File: config.mk
export PLATFORM = sky130hd
export DESIGN_NAME = a2l_conv
export DESIGN_NICKNAME = d
export VERILOG_FILES = /design/src/hdl/a2l_pkg.sv /design/src/hdl/a2l_conv.sv
export SDC_FILE = /design/constraint.sdc
export NUM_CORES = 1
export LEC_CHECK = 0
export ABC_AREA = 1
export CORE_MARGIN = 2
export CORE_UTILIZATION = 55
export DETAILED_ROUTE_END_ITERATION = 12
export DONT_BUFFER_PORTS = 1
export PLACE_DENSITY = 0.66
export SYNTH_ARGS = -nofsm -noshare
export SYNTH_HDL_FRONTEND = slang
export SYNTH_SLANG_ARGS = --single-unit
File: constraint.sdc
create_clock -name clk -period 5.89 [get_ports clk]
set_clock_uncertainty 0.05 [all_clocks]
set_input_delay 1.178 -clock clk [delete_from_list [all_inputs] [get_ports clk]]
set_output_delay 1.178 -clock clk [all_outputs]
set_load 0.005 [all_outputs]
File: src/hdl/a2l_pkg.sv
// Shared types, constants and codes of the Annex B to length-prefixed NAL converter.
`default_nettype none
package a2l_pkg;
    localparam int ADDR_W = 16;
    localparam int CNT_W  = ADDR_W + 1;
    localparam int MARK_W = ADDR_W + 2;
    localparam int LEN_W  = 32;

    localparam logic [CNT_W-1:0] MAX_UNIT_BYTES = CNT_W'(65536);
    localparam logic [2:0]       LENGTH_BYTES   = 3'd4;

    localparam logic [4:0] NAL_SPS = 5'd7;
    localparam logic [4:0] NAL_PPS = 5'd8;

    localparam logic [1:0] ACT_LEAVE = 2'd0;
    localparam logic [1:0] ACT_SET   = 2'd1;
    localparam logic [1:0] ACT_CLEAR = 2'd2;

    localparam logic REQ_PUSH = 1'b0;
    localparam logic REQ_PULL = 1'b1;

    localparam logic [1:0] CFG_SINGLE_NAL = 2'd0;
    localparam logic [1:0] CFG_PPS_OFFSET = 2'd1;
    localparam logic [1:0] CFG_PSETS_END  = 2'd2;

    typedef struct packed {
        logic              we;
        logic [ADDR_W-1:0] addr;
        logic [7:0]        wdata;
    } mem_req_t;

    typedef struct packed {
        logic             done;
        logic             keep;
        logic [CNT_W-1:0] start;
        logic [1:0]       action;
    } conv_res_t;
endpackage
`default_nettype wire

File: src/hdl/a2l_conv.sv
// Conversion sequencer: scans the stored unit for start codes and writes NAL lengths.
`default_nettype none
module a2l_conv (
    input  wire logic                        clk,
    input  wire logic                        rst_n,
    input  wire logic                        go,
    input  wire logic [a2l_pkg::CNT_W-1:0]   unit_len,
    input  wire logic                        single_mode,
    input  wire logic [15:0]                 pps_offset,
    input  wire logic [15:0]                 param_sets_end,
    input  wire logic [7:0]                  rdata,
    output a2l_pkg::mem_req_t                mem_req,
    output a2l_pkg::conv_res_t               res
);
    localparam logic [2:0] C_IDLE = 3'd0;
    localparam logic [2:0] C_RD   = 3'd1;
    localparam logic [2:0] C_EV   = 3'd2;
    localparam logic [2:0] C_T2RD = 3'd3;
    localparam logic [2:0] C_DEC  = 3'd4;
    localparam logic [2:0] C_TAIL = 3'd5;
    localparam logic [2:0] C_WR   = 3'd6;
    localparam logic [2:0] C_FIN  = 3'd7;

    logic [2:0] state_reg, state_next, ret_reg, ret_next;
    logic [a2l_pkg::CNT_W-1:0] n_reg, n_next, j_reg, j_next, start_reg, start_next;
    logic [31:0] win_reg, win_next;
    logic have_reg, have_next;
    logic [4:0] type_reg, type_next, t1_reg, t1_next;
    logic [a2l_pkg::MARK_W-1:0] mark_reg, mark_next, wr_mark_reg, wr_mark_next;
    logic [1:0] action_reg, action_next, k_reg, k_next;
    logic [a2l_pkg::ADDR_W-1:0] i_reg, i_next;
    logic t2_in_reg, t2_in_next;
    logic [a2l_pkg::LEN_W-1:0] wr_len_reg, wr_len_next;

    logic sc;
    logic [a2l_pkg::CNT_W-1:0] i_wide, j_inc, pps_addr, start_dec;
    logic [2:0] scan_next;
    logic [4:0] typ, t2;
    logic [a2l_pkg::MARK_W:0] diff_i, diff_tail;
    logic [a2l_pkg::MARK_W-1:0] mark_m, k_plus;
    logic wr_ok;

    assign sc        = (j_reg >= a2l_pkg::CNT_W'(4)) && (win_reg == 32'h0000_0001);
    assign i_wide    = j_reg - a2l_pkg::CNT_W'(4);
    assign typ       = rdata[4:0];
    assign j_inc     = j_reg + a2l_pkg::CNT_W'(1);
    assign scan_next = (j_inc < n_reg) ? C_RD : C_TAIL;
    assign pps_addr  = {1'b0, i_reg} + {1'b0, pps_offset};
    assign start_dec = {1'b0, i_reg} + {1'b0, param_sets_end};
    assign t2        = t2_in_reg ? rdata[4:0] : 5'd0;
    assign diff_i    = {2'b00, i_wide} - {1'b0, mark_reg};
    assign diff_tail = {2'b00, n_reg} - {1'b0, mark_reg};
    assign k_plus    = a2l_pkg::MARK_W'(k_reg) + a2l_pkg::MARK_W'(1);
    assign mark_m    = wr_mark_reg - k_plus;
    assign wr_ok     = (wr_mark_reg >= k_plus) && (mark_m < {1'b0, n_reg});

    always_comb
    begin
        state_next  = state_reg;
        ret_next    = ret_reg;
        n_next      = n_reg;
        j_next      = j_reg;
        start_next  = start_reg;
        win_next    = win_reg;
        have_next   = have_reg;
        type_next   = type_reg;
        t1_next     = t1_reg;
        mark_next   = mark_reg;
        wr_mark_next = wr_mark_reg;
        action_next = action_reg;
        k_next      = k_reg;
        i_next      = i_reg;
        t2_in_next  = t2_in_reg;
        wr_len_next = wr_len_reg;
        mem_req.we    = 1'b0;
        mem_req.addr  = j_reg[a2l_pkg::ADDR_W-1:0];
        mem_req.wdata = 8'd0;
        res.done   = 1'b0;
        res.keep   = start_reg < n_reg;
        res.start  = start_reg;
        res.action = action_reg;
        unique case (state_reg)
            C_IDLE:
            begin
                if (go)
                begin
                    n_next      = unit_len;
                    j_next      = '0;
                    have_next   = 1'b0;
                    start_next  = '0;
                    action_next = a2l_pkg::ACT_LEAVE;
                    type_next   = 5'd0;
                    mark_next   = '0;
                    state_next  = C_RD;
                end
            end
            C_RD:
            begin
                state_next = C_EV;
            end
            C_EV:
            begin
                win_next   = {win_reg[23:0], rdata};
                j_next     = j_inc;
                state_next = scan_next;
                if (sc)
                begin
                    if (single_mode)
                    begin
                        i_next     = i_wide[a2l_pkg::ADDR_W-1:0];
                        t1_next    = typ;
                        state_next = C_T2RD;
                    end
                    else
                    begin
                        if (have_reg)
                        begin
                            if (type_reg == a2l_pkg::NAL_SPS || type_reg == a2l_pkg::NAL_PPS)
                            begin
                                start_next = i_wide;
                            end
                            else
                            begin
                                wr_mark_next = mark_reg;
                                wr_len_next  = {{(a2l_pkg::LEN_W-a2l_pkg::MARK_W-1)
                                                 {diff_i[a2l_pkg::MARK_W]}}, diff_i};
                                k_next       = 2'd0;
                                ret_next     = scan_next;
                                state_next   = C_WR;
                            end
                        end
                        mark_next = {1'b0, i_wide} + a2l_pkg::MARK_W'(a2l_pkg::LENGTH_BYTES);
                        type_next = typ;
                        have_next = 1'b1;
                    end
                end
            end
            C_T2RD:
            begin
                mem_req.addr = pps_addr[a2l_pkg::ADDR_W-1:0];
                t2_in_next   = pps_addr < n_reg;
                state_next   = C_DEC;
            end
            C_DEC:
            begin
                // An SPS at the first start code with a PPS at its offset marks an I-frame.
                if (t1_reg == a2l_pkg::NAL_SPS && t2 == a2l_pkg::NAL_PPS)
                begin
                    start_next  = start_dec;
                    mark_next   = {1'b0, start_dec} + a2l_pkg::MARK_W'(a2l_pkg::LENGTH_BYTES);
                    action_next = a2l_pkg::ACT_CLEAR;
                end
                else
                begin
                    mark_next   = {2'b00, i_reg} + a2l_pkg::MARK_W'(a2l_pkg::LENGTH_BYTES);
                    action_next = a2l_pkg::ACT_SET;
                end
                have_next  = 1'b1;
                state_next = C_TAIL;
            end
            C_TAIL:
            begin
                if (have_reg)
                begin
                    wr_mark_next = mark_reg;
                    wr_len_next  = {{(a2l_pkg::LEN_W-a2l_pkg::MARK_W-1)
                                     {diff_tail[a2l_pkg::MARK_W]}}, diff_tail};
                    k_next       = 2'd0;
                    ret_next     = C_FIN;
                    state_next   = C_WR;
                end
                else
                begin
                    state_next = C_FIN;
                end
            end
            C_WR:
            begin
                // Least significant byte lands just before the mark.
                mem_req.we    = wr_ok;
                mem_req.addr  = mark_m[a2l_pkg::ADDR_W-1:0];
                mem_req.wdata = wr_len_reg[{k_reg, 3'b000} +: 8];
                k_next        = k_reg + 2'd1;
                if (k_reg == 2'd3)
                begin
                    state_next = ret_reg;
                end
            end
            C_FIN:
            begin
                res.done   = 1'b1;
                state_next = C_IDLE;
            end
            default:
            begin
                state_next = C_IDLE;
            end
        endcase
    end

    always_ff @(posedge clk or negedge rst_n)
    begin
        if (!rst_n)
        begin
            state_reg <= C_IDLE;
        end
        else
        begin
            state_reg <= state_next;
        end
    end

    always_ff @(posedge clk)
    begin
        ret_reg     <= ret_next;
        n_reg       <= n_next;
        j_reg       <= j_next;
        start_reg   <= start_next;
        win_reg     <= win_next;
        have_reg    <= have_next;
        type_reg    <= type_next;
        t1_reg      <= t1_next;
        mark_reg    <= mark_next;
        wr_mark_reg <= wr_mark_next;
        action_reg  <= action_next;
        k_reg       <= k_next;
        i_reg       <= i_next;
        t2_in_reg   <= t2_in_next;
        wr_len_reg  <= wr_len_next;
    end
endmodule
`default_nettype wire

==> results.py, run 1 <==
metrics = {
    "setup_path": {
        "critPathSlowestCell": "edfxtp_1",
        "worstPathArrival_ns": 4.01,
        "path_buf_inv": 1,
        "critical_path_required_ns": 4.66,
        "critPathMaxStageDelay_ns": 0.55,
        "endpoint_kind": "output pin",
        "crit_path_start_kind": "register",
        "cp_max_fo": 12,
        "critPathKind": "reg -> out",
        "cp_cell_sequence": "ha_1, inv_1, ha_1, nand2_1, nand2_1, a21oi_1, nand2_1, nor4_2, xor2_1, ha_1, nand2_1, nor2_1, nor2_1, nand4_1, a21oi_1, o21ai_0, a21oi_1",
        "path_delay_family": "simple AND/OR/NAND/NOR gates",
        "cp_common_cell": "nand2_1",
    },
    "floorplan": {
        "die_x_um": 156.6,
        "dieArea_um2": 24520,
        "die_h_um": 156.6,
        "start_util_pct": 56.23,
        "io_pins": 107,
        "rows": 55,
        "coreArea_um2": 22780,
    },
    "detailed_routing": {
        "drtIter0Drc": 1050,
        "via_per_inst": 5.788,
        "route.vias.total": 11070,
        "post_drt_wl_per_cell_um": 19.64,
        "drc": 0,
        "wl_um": 37570,
        "drtAntennaViolNets": 0,
        "drtPass1Iterations": 8,
    },
    "synth": {
        "syn-cell-area_um2": 12810,
        "synth_edf_count": 172,
        "synth_seq_cells": 175,
        "syn-num-nets": 1770,
        "synthTopCellsByArea": "edfxtp_1 40%, ha_1 12%, nand2_1 11%",
        "synthArstFlopShare_pct": 1.714,
        "ys_types": 47,
        "synth_top_area_share_pct": 40.33,
        "synth.avg_cell_area_um2": 8.101,
        "yosysSeqAreaShare_pct": 40.91,
        "yosys_warnings": 0,
        "synth_cells": 1581,
        "synth_ff_type": "edfxtp_1",
        "yosysMostFrequentCell": "nand2_1",
        "synth_top_area_cell": "edfxtp_1",
        "synth_commonest_cells": "375 x nand2_1, 212 x inv_1, 172 x edfxtp_1",
    },
    "sta": {
        "rsz0062_at_grt": "no",
        "report.final.slew_viol_count": 0,
        "setup_ws_ns": 0.6553,
        "worst_pin_slew_ns": 0.8934,
        "setup_violations": 0,
        "final.setup.tns_ns": 0,
        "fin_crit_ns": 5.235,
        "slew_headroom_pct": 40.24,
        "hold_viol": 0,
        "fin_crit_sh_pct": 88.87,
        "max_freq_mhz": 191.0,
    },
    "place": {
        "port_buffers": 0,
        "dpl.hpwl_um": 29870,
        "gpl.final_weighted_congestion": 0.9714,
        "pre_cts_ws_ns": 1.129,
    },
    "clock_tree": {
        "cts.sinks": 175,
        "cts_resized": 0,
        "cts_setup_buffers": 0,
        "insertion_delay_ns": 0.45,
        "cts_inserted_buffers": 17,
        "cts_buffer_depth": 2,
        "h-tree-depth": 4,
        "cts.reportedPaths.clkPinSlew_ns": 0.08,
        "cts_tree": "built",
        "clockRootBuffer": "clkbuf_16",
        "hold_buffers": 0,
    },
    "global_route": {
        "grt_pass1_vias": 10440,
        "grt_antenna_before_repair": 0,
        "grt-ovfl-total": 0,
        "grt_max_degree": 59,
        "grt_pass1_wl_um": 57170,
        "grt_usage_pct": 31.30,
    },
    "final_layout": {
        "fillers": 2050,
        "ff_latch_area_um2": 5240,
        "layout.nets": 1777,
        "antenna_cells": 0,
        "areaGrowthSynthToFinish_pct": 7.679,
        "drive_gt1_share_pct": 4.188,
        "largest_reg_flops": 32,
        "multi_input_area_um2": 6665,
    },
    "power_and_ir_drop": {
        "cellLeakagePower_uw": 0.006015,
        "vdd_drop_max_mv": 0.2364,
        "total_power_uw": 6789,
        "power_density_nw_per_um2": 492.3,
    },
    "run": {
        "drv_cap": 0,
    },
    "run_status": {
        "outcome": "complete, no violations",
    },
    "hold_path": {
        "hold_class": "in -> async",
    },
}
where the power goes:
| group | internal, uW | switching, uW |
|---|---|---|
| Sequential | 2100 | 389 |
| Clock | 573 | 567 |
| Combinational | 1040 | 2120 |
per-stage QoR:
stage	hold slack [ns]	util [%]	std cells	cell area [um^2]
6_report	0.3697	60.54	1913	13790
5_1_grt	0.3611	60.54	1913	13790
4_1_cts	0.3609	60.54	1913	13790
3_5_place_dp	0.3864	57.94	1882	13200
3_3_place_gp	0.3836	57.94	1882	13200
2_1_floorplan	0.3764	-	1581	12810
worst paths after layout:
| check | from | endpoint | slack, ns | cells after the start |
|---|---|---|---|---|
| setup reg to reg | j_reg[2]$_SDFFCE_PN0P_ | wr_len_reg[30]$_DFFE_PP_ | 1.66 | 17 |
| min in group clk | win_reg[21]$_DFFE_PP_ | win_reg[29]$_DFFE_PP_ | 0.40 | 0 |
| hold / removal | rst_n | state_reg[2]$_DFFE_PN0P_ | 0.37 | 0 |
| max in group asynchronous | rst_n | state_reg[1]$_DFFE_PN0P_ | 5.36 | 0 |
| setup / recovery | k_reg[0]$_SDFFCE_PN0P_ | mem_req[24] | 0.66 | 17 |
| hold reg to reg | win_reg[21]$_DFFE_PP_ | win_reg[29]$_DFFE_PP_ | 0.40 | 0 |
per-layer routing:
metal	up-vias	wire length, um	global-route usage, %
met4	0	765	8.301
met5	-	0	0
li1	5393	-	-
met2	453	18210	53.68
met3	48	2628	4.403
met1	5178	15970	41.75
kinds of logic after synthesis:
| kind of cell | synth area share, % |
|---|---|
| compound gates | 10.57 |
| xor+xnor | 4.504 |
| fa+ha+maj | 12.74 |
| buf+inv | 7.210 |
| flops | 40.91 |
| simple gates | 24.06 |
layout by cell type (no fill, tap or decap), types with 21 or more instances in the layout:
| cell | synthesis | final |
|---|---|---|
| ha_1 | 124 | 124 |
| edfxtp_1 | 172 | 172 |
| inv_1 | 212 | 212 |
| nand2_1 | 375 | 375 |
| o21ai_0 | 87 | 86 |
| nand3_1 | 100 | 100 |
| xor2_1 | 47 | 47 |
| a21oi_1 | 101 | 100 |
| nand4_1 | 21 | 21 |
| nor2_1 | 170 | 168 |
worst register-to-register path, stage by stage, from the launching register on:
cell	delay, ns
edfxtp_1	0.64
inv_2	0.32
ha_1	0.30
nand2_1	0.11
nor2_1	0.26
nand2_1	0.16
xor2_1	0.56
nand2_1	0.15
o21ai_0	0.12
ha_1	0.21
nand2_1	0.08
nor2_1	0.15
nand4_1	0.09
o21ai_0	0.34
nand3_1	0.10
and2_1	0.17
nor2_1	0.08
o21ai_0	0.07
layout make-up:
| type | count | area share (%) |
|---|---|---|
| clock buffer | 17 | 3.085 |
| multi-input combinational | 1165 | 48.33 |
| tap | 313 | 2.840 |
| sequential | 175 | 38.00 |
| timing repair buffer | 11 | 0.5988 |
| clock inverter | 14 | 1.216 |
| inverter | 218 | 5.934 |
Power figures use the tool's default switching activity.
==> run 2, diff against run 1 <==
- CORE_ASPECT_RATIO: default -> 1.75
==> results.py, run 2 (synthesis gave the netlist of run 1 again) <==
metrics = {
    "run_status": {
        "outcome": "complete, no violations",
    },
    "final_layout": {
        "antenna_cells": 0,
        "fin_cells": 1902,
        "mostFrequentLayoutCells": "375 x nand2_1, 212 x inv_1, 172 x edfxtp_1, 168 x nor2_1, 124 x ha_1",
        "final_common_cell": "nand2_1",
        "drive_gt1_share_pct": 4.182,
        "fillers": 2157,
        "areaGrowthSynthToFinish_pct": 7.533,
        "layout.nets": 1778,
        "largest_reg_flops": 32,
    },
    "sta": {
        "fin_crit_ns": 5.275,
        "final.setup.tns_ns": 0,
        "slew_headroom_pct": 31.12,
        "hold_viol": 0,
        "fin_crit_sh_pct": 89.57,
        "worst_pin_slew_ns": 1.033,
        "rsz0062_at_grt": "no",
        "setup_violations": 0,
        "max_freq_mhz": 189.6,
        "report.final.slew_viol_count": 0,
        "hold_slack_ns": 0.3604,
    },
    "power_and_ir_drop": {
        "vdd_drop_max_mv": 0.2924,
        "power_density_nw_per_um2": 496.8,
        "combPwrFrac_pct": 47.2,
        "pwr-share-seq_pct": 36.0,
        "p_int_uw": 3773,
        "power_switching_uw": 3068,
        "p_sw_share_pct": 44.85,
        "cellLeakagePower_uw": 0.006010,
        "pwr-share-clk_pct": 16.8,
    },
    "clock_tree": {
        "cts_buffer_depth": 2,
        "cts_inserted_buffers": 17,
        "cts.sinks": 175,
        "cts_setup_buffers": 0,
        "cts_resized": 0,
        "cts.reportedPaths.clkPinSlew_ns": 0.07,
        "h-tree-depth": 4,
        "insertion_delay_ns": 0.46,
        "cts_tree": "built",
        "clockRootBuffer": "clkbuf_16",
        "hold_buffers": 0,
    },
    "detailed_routing": {
        "drtPass1Iterations": 5,
        "drtIter0Drc": 741,
        "wl_um": 38320,
        "via_per_inst": 5.815,
        "drtAntennaViolNets": 0,
        "route.vias.total": 11060,
        "drc": 0,
        "post_drt_wl_per_cell_um": 20.15,
    },
    "place": {
        "port_buffers": 0,
        "placed_cells": 1870,
        "dpl.hpwl_um": 31130,
        "gpl.final_weighted_congestion": 0.9485,
    },
    "global_route": {
        "grt_usage_pct": 32.13,
        "grt-ovfl-total": 0,
        "grt_max_degree": 40,
        "grt_pass1_vias": 11180,
        "grt_pass1_wl_um": 58910,
        "grt_antenna_before_repair": 1,
    },
    "floorplan": {
        "io_pins": 107,
        "rows": 73,
        "coreArea_um2": 22830,
        "die_x_um": 119.4,
        "dieArea_um2": 24570,
        "start_util_pct": 56.09,
        "die_h_um": 205.9,
    },
    "setup_path": {
        "cp_max_fo": 12,
        "worstRegToRegCells": 17,
        "endpoint_kind": "output pin",
        "worstPathArrival_ns": 4.05,
        "crit_path_start_kind": "register",
        "critical_path_required_ns": 4.66,
        "critPathKind": "reg -> out",
    },
    "run": {
        "drv_cap": 0,
    },
    "hold_path": {
        "hold_class": "in -> async",
    },
}
## run 2: changes by cell type in the layout (fill, tap and decap cells not counted), moves of 2 or more
cell | previous run | this run
bufinv_16 | 0 | 2
clkinv_4 | 1 | 3
clkinv_8 | 4 | 0
inv_8 | 3 | 0
clkinvlp_4 | 0 | 2
## run 2: layout make-up
cell class                 instances  area (um^2)  area share [%]
sequential                       175         5240           38.05
clock inverter                    14        153.9           1.117
timing repair buffer              12        90.09          0.6541
multi-input combinational       1165         6665           48.40
inverter                         218        818.3           5.942
clock buffer                      18        429.2           3.116
tap                              300        375.4           2.726
## run 2: worst paths after layout
check                                           end  slack [ns]                    from
max                                     mem_req[24]        0.61  k_reg[0]$_SDFFCE_PN0P_
min                        state_reg[0]$_DFFE_PN0P_        0.36                   rst_n
max reg2reg                wr_len_reg[30]$_DFFE_PP_        1.61  j_reg[2]$_SDFFCE_PN0P_
min reg2reg                   win_reg[19]$_DFFE_PP_        0.40   win_reg[11]$_DFFE_PP_
max in group asynchronous  state_reg[2]$_DFFE_PN0P_        5.36                   rst_n
min in group clk              win_reg[19]$_DFFE_PP_        0.40   win_reg[11]$_DFFE_PP_
## run 2: power groups by stage
stage	clock network [uW]	logic, uW	registers (uW)
finish	1150	3230	2460
global route	1210	3600	2500
CTS	1160	3200	2450
detailed placement	0	3170	2470
global placement	0	3110	2470
floorplan	0	2320	2300
## run 2: per-stage QoR
| stage | instance area (um^2) | util (%) | power [uW] | setup slack (ns) |
|---|---|---|---|---|
| 4_1_cts | 13770 | 60.31 | 6806 | 0.5734 |
| 2_1_floorplan | 12810 | - | 4620 | 1.781 |
| 6_report | 13770 | 60.31 | 6842 | 0.6146 |
| 3_3_place_gp | 13190 | 57.76 | 5582 | 1.179 |
| 3_5_place_dp | 13190 | 57.76 | 5648 | 1.086 |
| 5_1_grt | 13770 | 60.31 | 7309 | 0.1924 |
## run 2: worst max-delay path, stage by stage, from the launching register on
cell,delay (ns)
edfxtp_1,0.54
ha_1,0.35
inv_1,0.11
ha_1,0.26
nand2_1,0.07
nand2_1,0.05
a21oi_1,0.18
nand2_1,0.16
nor4_2,0.43
xor2_1,0.25
ha_1,0.28
nand2_1,0.09
nor2_1,0.05
nor2_1,0.09
nand4_1,0.15
a21oi_1,0.19
o21ai_0,0.09
a21oi_1,0.23
## run 2: metal layers
| layer | GRT usage, % | share of wire [%] | vias up |
|---|---|---|---|
| li1 | - | - | 5383 |
| met1 | 31.94 | 35 | 5203 |
| met2 | 60.88 | 53 | 359 |
| met3 | 6.319 | 5.1 | 116 |
| met4 | 19.50 | 6.2 | 0 |
| met5 | 0 | 0 | - |
==> run 3, diff against run 2 <==
- PLACE_DENSITY: 0.66 -> 0.69
- clock period: 5.89 -> 5.7 ns (I/O delays scaled with it)
==> results.py, run 3 (synthesis gave the netlist of run 1 again) <==
metrics = {
    "hold_path": {
        "hold_class": "in -> async",
    },
    "power_and_ir_drop": {
        "cellLeakagePower_uw": 0.006016,
        "p_sw_share_pct": 45.63,
        "combPwrFrac_pct": 47.9,
        "pwr-share-seq_pct": 35.9,
        "power_switching_uw": 3234,
        "vdd_drop_max_mv": 0.2662,
        "pwr-share-clk_pct": 16.1,
        "p_int_uw": 3853,
        "power_density_nw_per_um2": 514.3,
    },
    "place": {
        "pre_cts_ws_ns": 0.8274,
        "dpl.hpwl_um": 31320,
        "gpl.final_weighted_congestion": 0.9242,
        "port_buffers": 0,
    },
    "final_layout": {
        "mostFrequentLayoutCells": "375 x nand2_1, 212 x inv_1, 172 x edfxtp_1, 168 x nor2_1, 124 x ha_1",
        "final_common_cell": "nand2_1",
        "areaGrowthSynthToFinish_pct": 7.600,
        "drive_gt1_share_pct": 4.364,
        "antenna_cells": 0,
        "layout.nets": 1780,
        "fillers": 2066,
        "largest_reg_flops": 32,
    },
    "clock_tree": {
        "cts.reportedPaths.clkPinSlew_ns": 0.07,
        "h-tree-depth": 4,
        "insertion_delay_ns": 0.46,
        "cts.sinks": 175,
        "cts_setup_buffers": 0,
        "cts_resized": 0,
        "cts_buffer_depth": 2,
        "clockRootBuffer": "clkbuf_16",
        "hold_buffers": 0,
        "cts_tree": "built",
        "cts_inserted_buffers": 17,
    },
    "sta": {
        "worst_pin_slew_ns": 0.8903,
        "rsz0062_at_grt": "no",
        "final.setup.tns_ns": 0,
        "max_freq_mhz": 187.5,
        "setup_violations": 0,
        "fin_crit_sh_pct": 93.54,
        "fin_crit_ns": 5.332,
        "setup_ws_ns": 0.3680,
        "hold_viol": 0,
        "slew_headroom_pct": 40.65,
        "report.final.slew_viol_count": 0,
    },
    "floorplan": {
        "coreArea_um2": 22830,
        "dieArea_um2": 24570,
        "die_h_um": 205.9,
        "rows": 73,
        "io_pins": 107,
        "die_x_um": 119.4,
        "start_util_pct": 56.09,
    },
    "detailed_routing": {
        "drtPass1Iterations": 5,
        "via_per_inst": 5.784,
        "route.vias.total": 11010,
        "wl_um": 38430,
        "drtIter0Drc": 649,
        "drc": 0,
        "drtAntennaViolNets": 0,
        "post_drt_wl_per_cell_um": 20.18,
    },
    "run": {
        "drv_cap": 0,
    },
    "run_status": {
        "outcome": "complete, no violations",
    },
    "setup_path": {
        "r2r-end": "wr_len_reg[30]$_DFFE_PP_",
        "worstRegToRegCells": 17,
        "endpoint_kind": "output pin",
        "r2r_start": "j_reg[2]$_SDFFCE_PN0P_",
        "crit_path_start_kind": "register",
        "reg2reg_slack_ns": 1.57,
        "critical_path_required_ns": 4.51,
        "worstPathArrival_ns": 4.14,
        "critPathKind": "reg -> out",
        "cp_max_fo": 12,
    },
    "global_route": {
        "grt_usage_pct": 32.17,
        "grt-ovfl-total": 0,
        "grt_max_degree": 59,
        "grt_pass1_wl_um": 58420,
        "grt_pass1_vias": 11180,
        "grt_antenna_before_repair": 0,
    },
}
run 3: cell types whose count changed in the layout (fill, tap and decap cells not counted), sizes merged:
cell	before	now
bufinv	2	0
clkbuf	18	17
clkinv	7	9
buf	12	14
inv	221	222
run 3: critical path, stage by stage, from the launching register on:
cell	delay, ns
edfxtp_1	0.55
ha_1	0.35
inv_1	0.12
ha_1	0.27
nand2_1	0.09
nand2_1	0.05
a21oi_1	0.22
nand2_1	0.17
nor4_2	0.47
nand3_1	0.17
and2_1	0.21
ha_1	0.29
a21oi_1	0.16
o21ai_0	0.09
a21oi_1	0.16
o21ai_0	0.10
a21oi_1	0.20
run 3: worst max-delay path by stage:
| stage | cells after the start | to | from | slack [ns] |
|---|---|---|---|---|
| finish | 16 | mem_req[24] | k_reg[0]$_SDFFCE_PN0P_ | 0.37 |
| floorplan | 16 | mem_req[24] | k_reg[0]$_SDFFCE_PN0P_ | 1.63 |
| detailed placement | 17 | mem_req[24] | k_reg[0]$_SDFFCE_PN0P_ | 0.83 |
| global placement | 17 | mem_req[24] | k_reg[0]$_SDFFCE_PN0P_ | 0.97 |
| CTS | 17 | mem_req[24] | k_reg[0]$_SDFFCE_PN0P_ | 0.34 |
| global route | 17 | mem_req[24] | k_reg[0]$_SDFFCE_PN0P_ | 0.01 |
run 3: metrics by stage:
step           cells  utilization, %  hold WS (ns)  total power [uW]  instance area, um^2
6_report        1904           60.35        0.3111              7087                13780
5_1_grt         1904           60.35        0.2962              7584                13780
4_1_cts         1904           60.35        0.2931              7057                13780
3_5_place_dp    1872           57.82        0.3846              5904                13200
3_3_place_gp    1872           57.82        0.3796              5831                13200
2_1_floorplan   1581               -        0.3764              4774                12810
run 3: area by class of cell:
cell class / count / area, um^2 / share of cell area (%)
Inverter: 218 / 818.3 / 5.938
Sequential cell: 175 / 5240 / 38.02
Clock inverter: 15 / 151.4 / 1.099
Clock buffer: 17 / 425.4 / 3.087
Timing Repair Buffer: 14 / 105.1 / 0.7627
Tap cell: 300 / 375.4 / 2.724
Multi-Input combinational cell: 1165 / 6665 / 48.37
run 3: power groups by stage:
stage	Clock (uW)	Combinational [uW]	Sequential, uW
CTS	1160	3360	2540
floorplan	0	2400	2380
finish	1140	3400	2550
global placement	0	3280	2550
detailed placement	0	3340	2560
global route	1210	3800	2580
run 3: metal layers:
metal | track usage, % | part of all wire [%] | vias to the layer above | wire length, um
met5 | 0 | 0 | - | 0
met4 | 23.07 | 7.3 | 0 | 2812
met3 | 5.933 | 5.4 | 133 | 2078
met2 | 59.63 | 52 | 354 | 20100
met1 | 31.89 | 35 | 5142 | 13440
li1 | - | - | 5383 | -
